## src/hw/rtl/ahv_pkg.sv

```systemverilog
// Shared types, constants and register codes for the header and hash validator.
// Used by every module under hw/rtl; depends on nothing else.
package ahv_pkg;

  // Header layout, all byte positions counted from the start of the image.
  localparam int HEADER_BYTES = 24;
  localparam int SIG_END      = 8;
  localparam int FIELD_END    = 16;
  localparam int LEN_END      = 20;

  localparam int COUNT_W     = 33;
  localparam int CFG_DATA_W  = 64;
  localparam int CFG_INDEX_W = 3;

  localparam logic [COUNT_W-1:0] COUNT_MAX = {COUNT_W{1'b1}};

  // FNV-1a constants.
  localparam logic [31:0] FNV_BASIS = 32'd2166136261;
  localparam logic [31:0] FNV_PRIME = 32'd16777619;

  // Register reset values.
  localparam logic [63:0] SIGNATURE_RESET  = 64'h4149444F504B4E49;
  localparam logic [15:0] VERSION_RESET    = 16'd1;
  localparam logic [15:0] WIDTH_RESET      = 16'd48;
  localparam logic [15:0] HEIGHT_RESET     = 16'd48;
  localparam logic [15:0] ICON_COUNT_RESET = 16'd32;

  // Register indexes on the configuration port.
  typedef enum logic [CFG_INDEX_W-1:0] {
    REG_SIGNATURE  = 3'd0,
    REG_VERSION    = 3'd1,
    REG_WIDTH      = 3'd2,
    REG_HEIGHT     = 3'd3,
    REG_ICON_COUNT = 3'd4
  } reg_index_t;

  // Result status codes, in the order the checks are applied.
  typedef enum logic [3:0] {
    STATUS_OK        = 4'd0,
    STATUS_SHORT     = 4'd1,
    STATUS_SIGNATURE = 4'd2,
    STATUS_VERSION   = 4'd3,
    STATUS_WIDTH     = 4'd4,
    STATUS_HEIGHT    = 4'd5,
    STATUS_COUNT     = 4'd6,
    STATUS_SIZE      = 4'd7,
    STATUS_HASH      = 4'd8
  } status_t;

  // Input transaction payload.
  typedef struct packed {
    logic [7:0] data_byte;
    logic       last_byte;
  } in_item_t;

  // Result transaction payload.
  typedef struct packed {
    logic [3:0]  status;
    logic [31:0] computed_hash;
  } out_item_t;

  // Current register contents.
  typedef struct packed {
    logic [63:0] signature;
    logic [15:0] version;
    logic [15:0] width;
    logic [15:0] height;
    logic [15:0] icon_count;
  } cfg_t;

  // Everything the final checks need about one finished image.
  typedef struct packed {
    logic [COUNT_W-1:0] total;
    logic [31:0]        declared_length;
    logic [31:0]        declared_hash;
    logic [31:0]        hash;
    status_t            first_error;
  } summary_t;

endpackage

```

## src/hw/rtl/ahv_cfg_regs.sv

```systemverilog
// Configuration registers and the registered width times height product.
// Depends on ahv_pkg.
module ahv_cfg_regs (
  input  logic                            clk,
  input  logic                            rst,
  input  logic                            cfg_we,
  input  logic [ahv_pkg::CFG_INDEX_W-1:0] cfg_index,
  input  logic [ahv_pkg::CFG_DATA_W-1:0]  cfg_data,
  output ahv_pkg::cfg_t                   cfg,
  output logic [31:0]                     area
);

  // Register file; indexes past the list are ignored.
  always_ff @(posedge clk) begin
    if (rst) begin
      cfg.signature  <= ahv_pkg::SIGNATURE_RESET;
      cfg.version    <= ahv_pkg::VERSION_RESET;
      cfg.width      <= ahv_pkg::WIDTH_RESET;
      cfg.height     <= ahv_pkg::HEIGHT_RESET;
      cfg.icon_count <= ahv_pkg::ICON_COUNT_RESET;
    end else if (cfg_we) begin
      case (cfg_index)
        ahv_pkg::REG_SIGNATURE:  cfg.signature  <= cfg_data;
        ahv_pkg::REG_VERSION:    cfg.version    <= cfg_data[15:0];
        ahv_pkg::REG_WIDTH:      cfg.width      <= cfg_data[15:0];
        ahv_pkg::REG_HEIGHT:     cfg.height     <= cfg_data[15:0];
        ahv_pkg::REG_ICON_COUNT: cfg.icon_count <= cfg_data[15:0];
        default: ;
      endcase
    end
  end

  // Pixels per icon, registered from the width and height registers.
  always_ff @(posedge clk) begin
    area <= 32'(cfg.width) * 32'(cfg.height);
  end

endmodule

```

## src/hw/rtl/ahv_frame.sv

```systemverilog
// Input register and per-image state: header checks, field capture, FNV-1a.
// Hands a summary of each finished image to the result stage. Depends on ahv_pkg.
module ahv_frame (
  input  logic              clk,
  input  logic              rst,
  input  logic              byte_valid,
  output logic              byte_ready,
  input  ahv_pkg::in_item_t byte_item,
  input  ahv_pkg::cfg_t     cfg,
  input  logic              summary_take,
  output logic              summary_valid,
  output ahv_pkg::summary_t summary
);

  logic                         s0_valid;
  ahv_pkg::in_item_t            s0_item;
  logic                         s0_fire;

  logic [ahv_pkg::COUNT_W-1:0]  byte_counter;
  logic [31:0]                  running_hash;
  ahv_pkg::status_t             first_error;
  logic [7:0]                   field_shift;
  logic [31:0]                  declared_payload_length;
  logic [31:0]                  declared_hash;

  logic [ahv_pkg::COUNT_W-1:0]  byte_counter_next;
  logic [31:0]                  running_hash_next;
  ahv_pkg::status_t             first_error_next;
  logic [31:0]                  declared_payload_length_next;
  logic [31:0]                  declared_hash_next;

  logic [ahv_pkg::COUNT_W-1:0]  pos;
  logic [7:0]                   b;
  logic [7:0]                   sig_byte;
  logic [15:0]                  field_value;
  logic [15:0]                  field_want;
  ahv_pkg::status_t             field_code;
  ahv_pkg::status_t             err_code;
  logic                         in_sig;
  logic                         in_field;
  logic                         in_len;
  logic                         in_dhash;
  logic                         in_payload;

  // The input stage moves on unless a final byte waits for a full summary slot.
  assign s0_fire    = s0_valid &&
                      (!s0_item.last_byte || !summary_valid || summary_take);
  assign byte_ready = !s0_valid || s0_fire;

  // Input register.
  always_ff @(posedge clk) begin
    if (rst) begin
      s0_valid <= 1'b0;
    end else if (byte_ready) begin
      s0_valid <= byte_valid;
    end
  end

  always_ff @(posedge clk) begin
    if (byte_ready && byte_valid) begin
      s0_item <= byte_item;
    end
  end

  // Decode where the current byte sits in the image.
  assign pos        = byte_counter;
  assign b          = s0_item.data_byte;
  assign in_sig     = pos < ahv_pkg::COUNT_W'(ahv_pkg::SIG_END);
  assign in_field   = !in_sig && (pos < ahv_pkg::COUNT_W'(ahv_pkg::FIELD_END));
  assign in_len     = (pos >= ahv_pkg::COUNT_W'(ahv_pkg::FIELD_END)) &&
                      (pos < ahv_pkg::COUNT_W'(ahv_pkg::LEN_END));
  assign in_dhash   = (pos >= ahv_pkg::COUNT_W'(ahv_pkg::LEN_END)) &&
                      (pos < ahv_pkg::COUNT_W'(ahv_pkg::HEADER_BYTES));
  assign in_payload = pos >= ahv_pkg::COUNT_W'(ahv_pkg::HEADER_BYTES);

  assign sig_byte    = 8'(cfg.signature >> {pos[2:0], 3'b000});
  assign field_value = {b, field_shift};

  // Pick the register that the 16-bit header field at this position must match.
  always_comb begin
    case (pos[2:1])
      2'd0: begin
        field_want = cfg.version;
        field_code = ahv_pkg::STATUS_VERSION;
      end
      2'd1: begin
        field_want = cfg.width;
        field_code = ahv_pkg::STATUS_WIDTH;
      end
      2'd2: begin
        field_want = cfg.height;
        field_code = ahv_pkg::STATUS_HEIGHT;
      end
      default: begin
        field_want = cfg.icon_count;
        field_code = ahv_pkg::STATUS_COUNT;
      end
    endcase
  end

  // Header check outcome for this byte.
  always_comb begin
    err_code = ahv_pkg::STATUS_OK;
    if (in_sig && (b != sig_byte)) begin
      err_code = ahv_pkg::STATUS_SIGNATURE;
    end else if (in_field && pos[0] && (field_value != field_want)) begin
      err_code = field_code;
    end
  end

  // Next values of the image state.
  always_comb begin
    byte_counter_next            = (byte_counter == ahv_pkg::COUNT_MAX) ?
                                   byte_counter : byte_counter + 1'b1;
    first_error_next             = first_error;
    declared_payload_length_next = declared_payload_length;
    declared_hash_next           = declared_hash;
    running_hash_next            = running_hash;
    if (first_error == ahv_pkg::STATUS_OK) begin
      first_error_next = err_code;
    end
    if (in_len) begin
      declared_payload_length_next[{pos[1:0], 3'b000} +: 8] = b;
    end
    if (in_dhash) begin
      declared_hash_next[{pos[1:0], 3'b000} +: 8] = b;
    end
    if (in_payload) begin
      running_hash_next = 32'((running_hash ^ {24'd0, b}) * ahv_pkg::FNV_PRIME);
    end
  end

  // Image state; cleared after the final byte for the next image.
  always_ff @(posedge clk) begin
    if (rst) begin
      byte_counter            <= '0;
      running_hash            <= ahv_pkg::FNV_BASIS;
      first_error             <= ahv_pkg::STATUS_OK;
      field_shift             <= '0;
      declared_payload_length <= '0;
      declared_hash           <= '0;
    end else if (s0_fire) begin
      if (s0_item.last_byte) begin
        byte_counter            <= '0;
        running_hash            <= ahv_pkg::FNV_BASIS;
        first_error             <= ahv_pkg::STATUS_OK;
        field_shift             <= '0;
        declared_payload_length <= '0;
        declared_hash           <= '0;
      end else begin
        byte_counter            <= byte_counter_next;
        running_hash            <= running_hash_next;
        first_error             <= first_error_next;
        declared_payload_length <= declared_payload_length_next;
        declared_hash           <= declared_hash_next;
        if (in_field && !pos[0]) begin
          field_shift <= b;
        end
      end
    end
  end

  // Summary slot between the image state and the result stage.
  always_ff @(posedge clk) begin
    if (rst) begin
      summary_valid <= 1'b0;
    end else if (s0_fire && s0_item.last_byte) begin
      summary_valid <= 1'b1;
    end else if (summary_take) begin
      summary_valid <= 1'b0;
    end
  end

  always_ff @(posedge clk) begin
    if (s0_fire && s0_item.last_byte) begin
      summary.total           <= byte_counter_next;
      summary.declared_length <= declared_payload_length_next;
      summary.declared_hash   <= declared_hash_next;
      summary.hash            <= running_hash_next;
      summary.first_error     <= first_error_next;
    end
  end

endmodule

```

## src/hw/rtl/ahv_result.sv

```systemverilog
// Final checks on a finished image (short, size, length, hash) and the result register.
// Depends on ahv_pkg.
module ahv_result (
  input  logic               clk,
  input  logic               rst,
  input  logic               summary_valid,
  input  ahv_pkg::summary_t  summary,
  output logic               summary_take,
  input  logic [31:0]        area,
  input  logic [15:0]        icon_count,
  output logic               result_valid,
  input  logic               result_ready,
  output ahv_pkg::out_item_t result_item
);

  logic [47:0]                 size_expect;
  logic [ahv_pkg::COUNT_W-1:0] size_need;
  ahv_pkg::status_t            status;

  assign summary_take = summary_valid && (!result_valid || result_ready);

  // Expected payload size, and the total byte count the declared length implies.
  assign size_expect = 48'(area) * 48'(icon_count);
  assign size_need   = {1'b0, summary.declared_length} +
                       ahv_pkg::COUNT_W'(ahv_pkg::HEADER_BYTES);

  // First failing check wins.
  always_comb begin
    if (summary.total < ahv_pkg::COUNT_W'(ahv_pkg::HEADER_BYTES)) begin
      status = ahv_pkg::STATUS_SHORT;
    end else if (summary.first_error != ahv_pkg::STATUS_OK) begin
      status = summary.first_error;
    end else if ((size_need != summary.total) ||
                 ({16'd0, summary.declared_length} != size_expect)) begin
      status = ahv_pkg::STATUS_SIZE;
    end else if (summary.hash != summary.declared_hash) begin
      status = ahv_pkg::STATUS_HASH;
    end else begin
      status = ahv_pkg::STATUS_OK;
    end
  end

  // Result register.
  always_ff @(posedge clk) begin
    if (rst) begin
      result_valid <= 1'b0;
    end else if (summary_take) begin
      result_valid <= 1'b1;
    end else if (result_ready) begin
      result_valid <= 1'b0;
    end
  end

  always_ff @(posedge clk) begin
    if (summary_take) begin
      result_item.status        <= status;
      result_item.computed_hash <= summary.hash;
    end
  end

endmodule

```

## src/hw/rtl/atlas_header_hash_validator.sv

```systemverilog
// Top level of the resource image header and hash validator.
// Depends on ahv_pkg, ahv_cfg_regs, ahv_frame and ahv_result.
//
//   Channel  Dir  Handshake              Payload
//   byte     in   byte_valid/byte_ready  byte_item: data_byte, last_byte
//   result   out  result_valid/ready     result_item: status, computed_hash
//   cfg      in   cfg_we                 cfg_index, cfg_data
//
// One byte is taken every cycle unless a final byte waits for a full summary
// slot; the FNV-1a step and the header compares sit between the input
// register and the image state registers. A result is built as its final byte
// passes the input, summary and result registers in line.
// Reset restores the register values and starts a new image.
// A waiting result stalls nothing until both the result register and the
// summary slot are full and another final byte arrives.
module atlas_header_hash_validator (
  input  logic                            clk,
  input  logic                            rst,
  input  logic                            byte_valid,
  output logic                            byte_ready,
  input  ahv_pkg::in_item_t               byte_item,
  output logic                            result_valid,
  input  logic                            result_ready,
  output ahv_pkg::out_item_t              result_item,
  input  logic                            cfg_we,
  input  logic [ahv_pkg::CFG_INDEX_W-1:0] cfg_index,
  input  logic [ahv_pkg::CFG_DATA_W-1:0]  cfg_data
);

  ahv_pkg::cfg_t     cfg;
  logic [31:0]       area;
  logic              summary_valid;
  logic              summary_take;
  ahv_pkg::summary_t summary;

  ahv_cfg_regs u_cfg_regs (
    .clk       (clk),
    .rst       (rst),
    .cfg_we    (cfg_we),
    .cfg_index (cfg_index),
    .cfg_data  (cfg_data),
    .cfg       (cfg),
    .area      (area)
  );

  ahv_frame u_frame (
    .clk           (clk),
    .rst           (rst),
    .byte_valid    (byte_valid),
    .byte_ready    (byte_ready),
    .byte_item     (byte_item),
    .cfg           (cfg),
    .summary_take  (summary_take),
    .summary_valid (summary_valid),
    .summary       (summary)
  );

  ahv_result u_result (
    .clk           (clk),
    .rst           (rst),
    .summary_valid (summary_valid),
    .summary       (summary),
    .summary_take  (summary_take),
    .area          (area),
    .icon_count    (cfg.icon_count),
    .result_valid  (result_valid),
    .result_ready  (result_ready),
    .result_item   (result_item)
  );

  // Input only stalls when both downstream slots are occupied.
  assert property (@(posedge clk) disable iff (rst)
    !byte_ready |-> (summary_valid && result_valid))
    else $error("byte channel stalled with a free downstream slot");

  // A new result must come from a pending summary.
  assert property (@(posedge clk) disable iff (rst)
    $rose(result_valid) |-> $past(summary_valid))
    else $error("result appeared without a summary");

  // A summary is held while the result register is blocked.
  assert property (@(posedge clk) disable iff (rst)
    (summary_valid && result_valid && !result_ready) |=> summary_valid)
    else $error("summary lost while result was stalled");

endmodule

```

## config.mk

```make
export PLATFORM = sky130hd
export DESIGN_NAME = atlas_header_hash_validator
export DESIGN_NICKNAME = d
export VERILOG_FILES = /design/src/hw/rtl/ahv_pkg.sv /design/src/hw/rtl/ahv_cfg_regs.sv /design/src/hw/rtl/ahv_frame.sv /design/src/hw/rtl/ahv_result.sv /design/src/hw/rtl/atlas_header_hash_validator.sv
export SDC_FILE = /design/constraint.sdc
export NUM_CORES = 2
export LEC_CHECK = 0
export ABC_CLOCK_PERIOD_IN_PS = 17400
export BUFFER_PORTS_ARGS = -buffer_cell sky130_fd_sc_hd__buf_4
export CAP_MARGIN = 20
export CORE_ASPECT_RATIO = 0.75
export CORE_UTILIZATION = 40
export CTS_CLUSTER_DIAMETER = 150
export DETAILED_ROUTE_END_ITERATION = 10
export GPL_TIMING_DRIVEN = 0
export PLACE_DENSITY_LB_ADDON = 0.08
export SYNTH_ARGS = -nofsm -noshare
export SYNTH_HDL_FRONTEND = slang
export SYNTH_SLANG_ARGS = --single-unit
```

## constraint.sdc

```tcl
create_clock -name clk -period 17.4 [get_ports clk]
set_input_delay 0 -clock clk [delete_from_list [all_inputs] [get_ports clk]]
set_output_delay 0 -clock clk [all_outputs]
set_load 0.005 [all_outputs]
```

==> qor.csv <==
metric;value;unit
run status;finished, final reports clean;
Overflow after GRT;0;
maximum clock path buffer count;3;
Post-Synthesis Mean Instance Area;9.13;um^2
achievable frequency;0.0969;GHz
most common cell in the synthesized netlist;nand2_1;
total power;3.64;mW
leading cell types by total area after synthesis;fa_1 (27%), dfxtp_1 (12%), edfxtp_1 (10%);
pin count of the biggest net entering global routing;72;
path type of the worst min-delay path;in2reg;
Most used DFF post-synth;dfxtp_1;
final wirelength;173000;um
FP Rows;113;
Resize count post-CTS;0;
number of synthesized flops with an enable pin;178;
number of max-slew violations in the final report;0;
layout cells sized above 1;5.28;%
synthesized net count;6794;
number of cells on the worst hold path;2;
wire length of the first global-routing pass;265000;um
worst reg-to-reg setup slack;7080;ps
worst voltage drop across the vdd grid;0.109;mV
clock sink total;482;
final number of hold-violating endpoints;0;
Register-to-Register Path Depth;23;
number of levels in the clock H-tree;2;
initial antenna violation count;7;
worst hold margin;61.8;ps
area of the die;129000;um^2
via count of the first global-routing pass;40700;
TritonCTS clock tree;yes;
leakage power;23.1;nW
count of different cell masters after synthesis;86;
# Max-Cap Violations;0;
worst clock skew on the final layout;69.6;ps
initial core utilization;40.4;%
area fraction of the dominant cell type after synthesis;26.8;%
number of DRC markers after the initial detailed-route iteration;3119;
count of input and output buffers;118;
Std-Cell Core Area;127000;um^2
Layout Area Growth over Synthesis;11.1;%
synth warn;0;
via count of the routed design;40200;
Data arrival, critical path;10580;ps
hold_buf cts;83;
clock transition at the registers of the reported paths;60;ps
gpl congestion;0.926;
setup violators final;0;
largest fanout of any net on the critical path;10;
Worst Setup Start Kind;register;
total negative slack for setup checks;0;ps
Worst Hold Launch;byte_item[3];
startpoint of the most critical register-to-register path;u_cfg_regs.area[10]$_DFF_P_;
root buffer cell;clkbuf_16;
Filler cells;12500;
library cell with the largest summed area after synthesis;fa_1;
minimum period implied by the final worst setup slack;10320;ps
flop and latch count out of synthesis;482;
post-synthesis instance area;51200;um^2
post-synthesis async set-or-reset flop share;0;%
setup repair after global routing missed its margin;false;
terminus of the critical flop-to-flop path;u_result.result_item[32]$_SDFFCE_PN1P_;
data required time of the worst path;17660;ps
number of vias per cell after detailed routing;5.30;
leading cell types by count after synthesis;nand2_1 (941), inv_1 (823), fa_1 (686), ha_1 (422), and2_1 (314);
number of clock buffers inserted by TritonCTS;54;
power density over the cells;64.0;nW/um^2
later-pin clock latency in the skew report;660;ps
post-detailed-route wirelength per cell;22.8;um
relative max-transition margin;24.7;%
number of primary I/O pins;119;
portion of the post-synthesis area used by sequential elements;22.3;%
post-route DRC violation count;0;
Antenna Violating Nets Remaining;0;
nets@finish;7055;
Worst Hold Endpoint;u_frame.b[2]$_DFFE_PP_;
kind of capture point of the worst setup path;register;
gr usage total;27.1;%
post-synthesis cell count;5605;
number of iterations in the first detailed-routing pass;7;
die width;415;um
Post-CTS Repair Setup Buffers;0;
Detail Placement HPWL;141000;um
Period Utilization, post-route;59.3;%
height of the chip;312;um
category of the most critical setup path;reg2reg;
Worst Max-Slew Pin Slew;1120;ps
[routing by layer]
| layer | vias up | share of wire, % | track usage, % |
|---|---|---|---|
| li1 | 18600 | - | - |
| met4 | 2 | 1.9 | 5.19 |
| met5 | - | 0.0046 | 0 |
| met2 | 1235 | 42 | 40.1 |
| met1 | 20200 | 49 | 41.7 |
| met3 | 162 | 7.0 | 4.00 |
[through the flow]
stage | cells | area, um^2 | worst slack, ps | util [%]
5_1_grt | 7577 | 56900 | 6790 | 44.8
3_5_place_dp | 7394 | 54300 | 7180 | 42.8
4_1_cts | 7577 | 56900 | 7180 | 44.8
6_report | 7580 | 56900 | 7080 | 44.8
2_1_floorplan | 5605 | 51200 | 9960 | -
3_3_place_gp | 7390 | 54200 | 6530 | 42.7
[kinds of logic after synthesis]
kind of cell	share of synthesized area, %
and+or+nand+nor	17.0
buffers and inverters	8.45
adders and majority gates	37.1
AOI/OAI and AO/OA	8.71
DFF	22.3
xor gates and xnor gates	4.17
muxes	2.17
[power breakdown]
part           total (mW)  switching (mW)  internal, mW
sequential           1.22          0.0359          1.19
combinational        1.25           0.769         0.480
clock                1.17           0.511         0.654
[worst max-delay path: stages (launching register included)]
cell and delay [ps]:
dfxtp_1 310, clkbuf_1 570, clkbuf_1 610, nand2_1 170, fa_1 590, fa_1 460
fa_1 590, fa_1 450, fa_1 540, fa_1 610, inv_1 70, ha_1 380
clkbuf_1 300, a21oi_1 290, o21ai_0 400, nand2_1 150, o21ai_0 110, a2111oi_0 680
o311ai_0 330, or4_2 710, nor4_1 410, nand4_1 230, nor4_2 520, o21ai_0 490
[layout by cell type (no fill, tap or decap), types with 31 or more instances in the layout]
master,n
clkbuf_16,54
edfxtp_1,178
mux2i_1,31
clkbuf_1,285
ha_1,422
nor3_1,45
xnor2_1,177
nor4_1,33
nand2_1,941
buf_4,119
inv_1,823
nor2_1,252
and2_1,314
nand3_1,64
xor2_1,67
dlygate4sd3_1,83
o21ai_0,121
mux2_2,39
a21oi_1,223
nand3b_1,33
a21o_1,41
dfxtp_1,304
a22oi_1,100
nand4_1,63
fa_1,686
[registers in the layout, indices dropped and copies added (netlist names)]
signal and cells:
u_cfg_regs.area 32, u_cfg_regs.cfg 128, u_frame.b 8, u_frame.byte_counter 33, u_frame.declared_hash 32, u_frame.declared_payload_length 32, u_frame.field_shift 8, u_frame.first_error 4
u_frame.running_hash 32, u_frame.s0_item 1, u_frame.s0_valid 1, u_frame.summary 133, u_frame.summary_valid 1, u_result.result_item 36, u_result.result_valid 1
[area by class of cell]
cell class,instances,area [um^2],share of cell area [%]
multi-input combinational,3997,35500,62.3
sequential,482,11400,20.1
inverter,824,3090,5.44
tap,1667,2090,3.67
timing repair buffer,205,1800,3.16
clock buffer,71,1460,2.56
buffer,302,1230,2.17
clock inverter,29,310,0.546
antenna,3,7.51,0.0132
[how the worst max path moves through the flow]
stage	from	end	cells past startpoint
after floorplan	u_cfg_regs.area[8]$_DFF_P_	u_result.result_item[32]$_SDFFCE_PN1P_	23
after global placement	u_cfg_regs.area[8]$_DFF_P_	u_result.result_item[32]$_SDFFCE_PN1P_	22
after detailed placement	u_cfg_regs.area[10]$_DFF_P_	u_result.result_item[32]$_SDFFCE_PN1P_	23
after CTS	u_cfg_regs.area[10]$_DFF_P_	u_result.result_item[32]$_SDFFCE_PN1P_	23
after global routing	u_cfg_regs.area[10]$_DFF_P_	u_result.result_item[32]$_SDFFCE_PN1P_	23
final	u_cfg_regs.area[10]$_DFF_P_	u_result.result_item[32]$_SDFFCE_PN1P_	23
(Power assumes the default switching activity.)
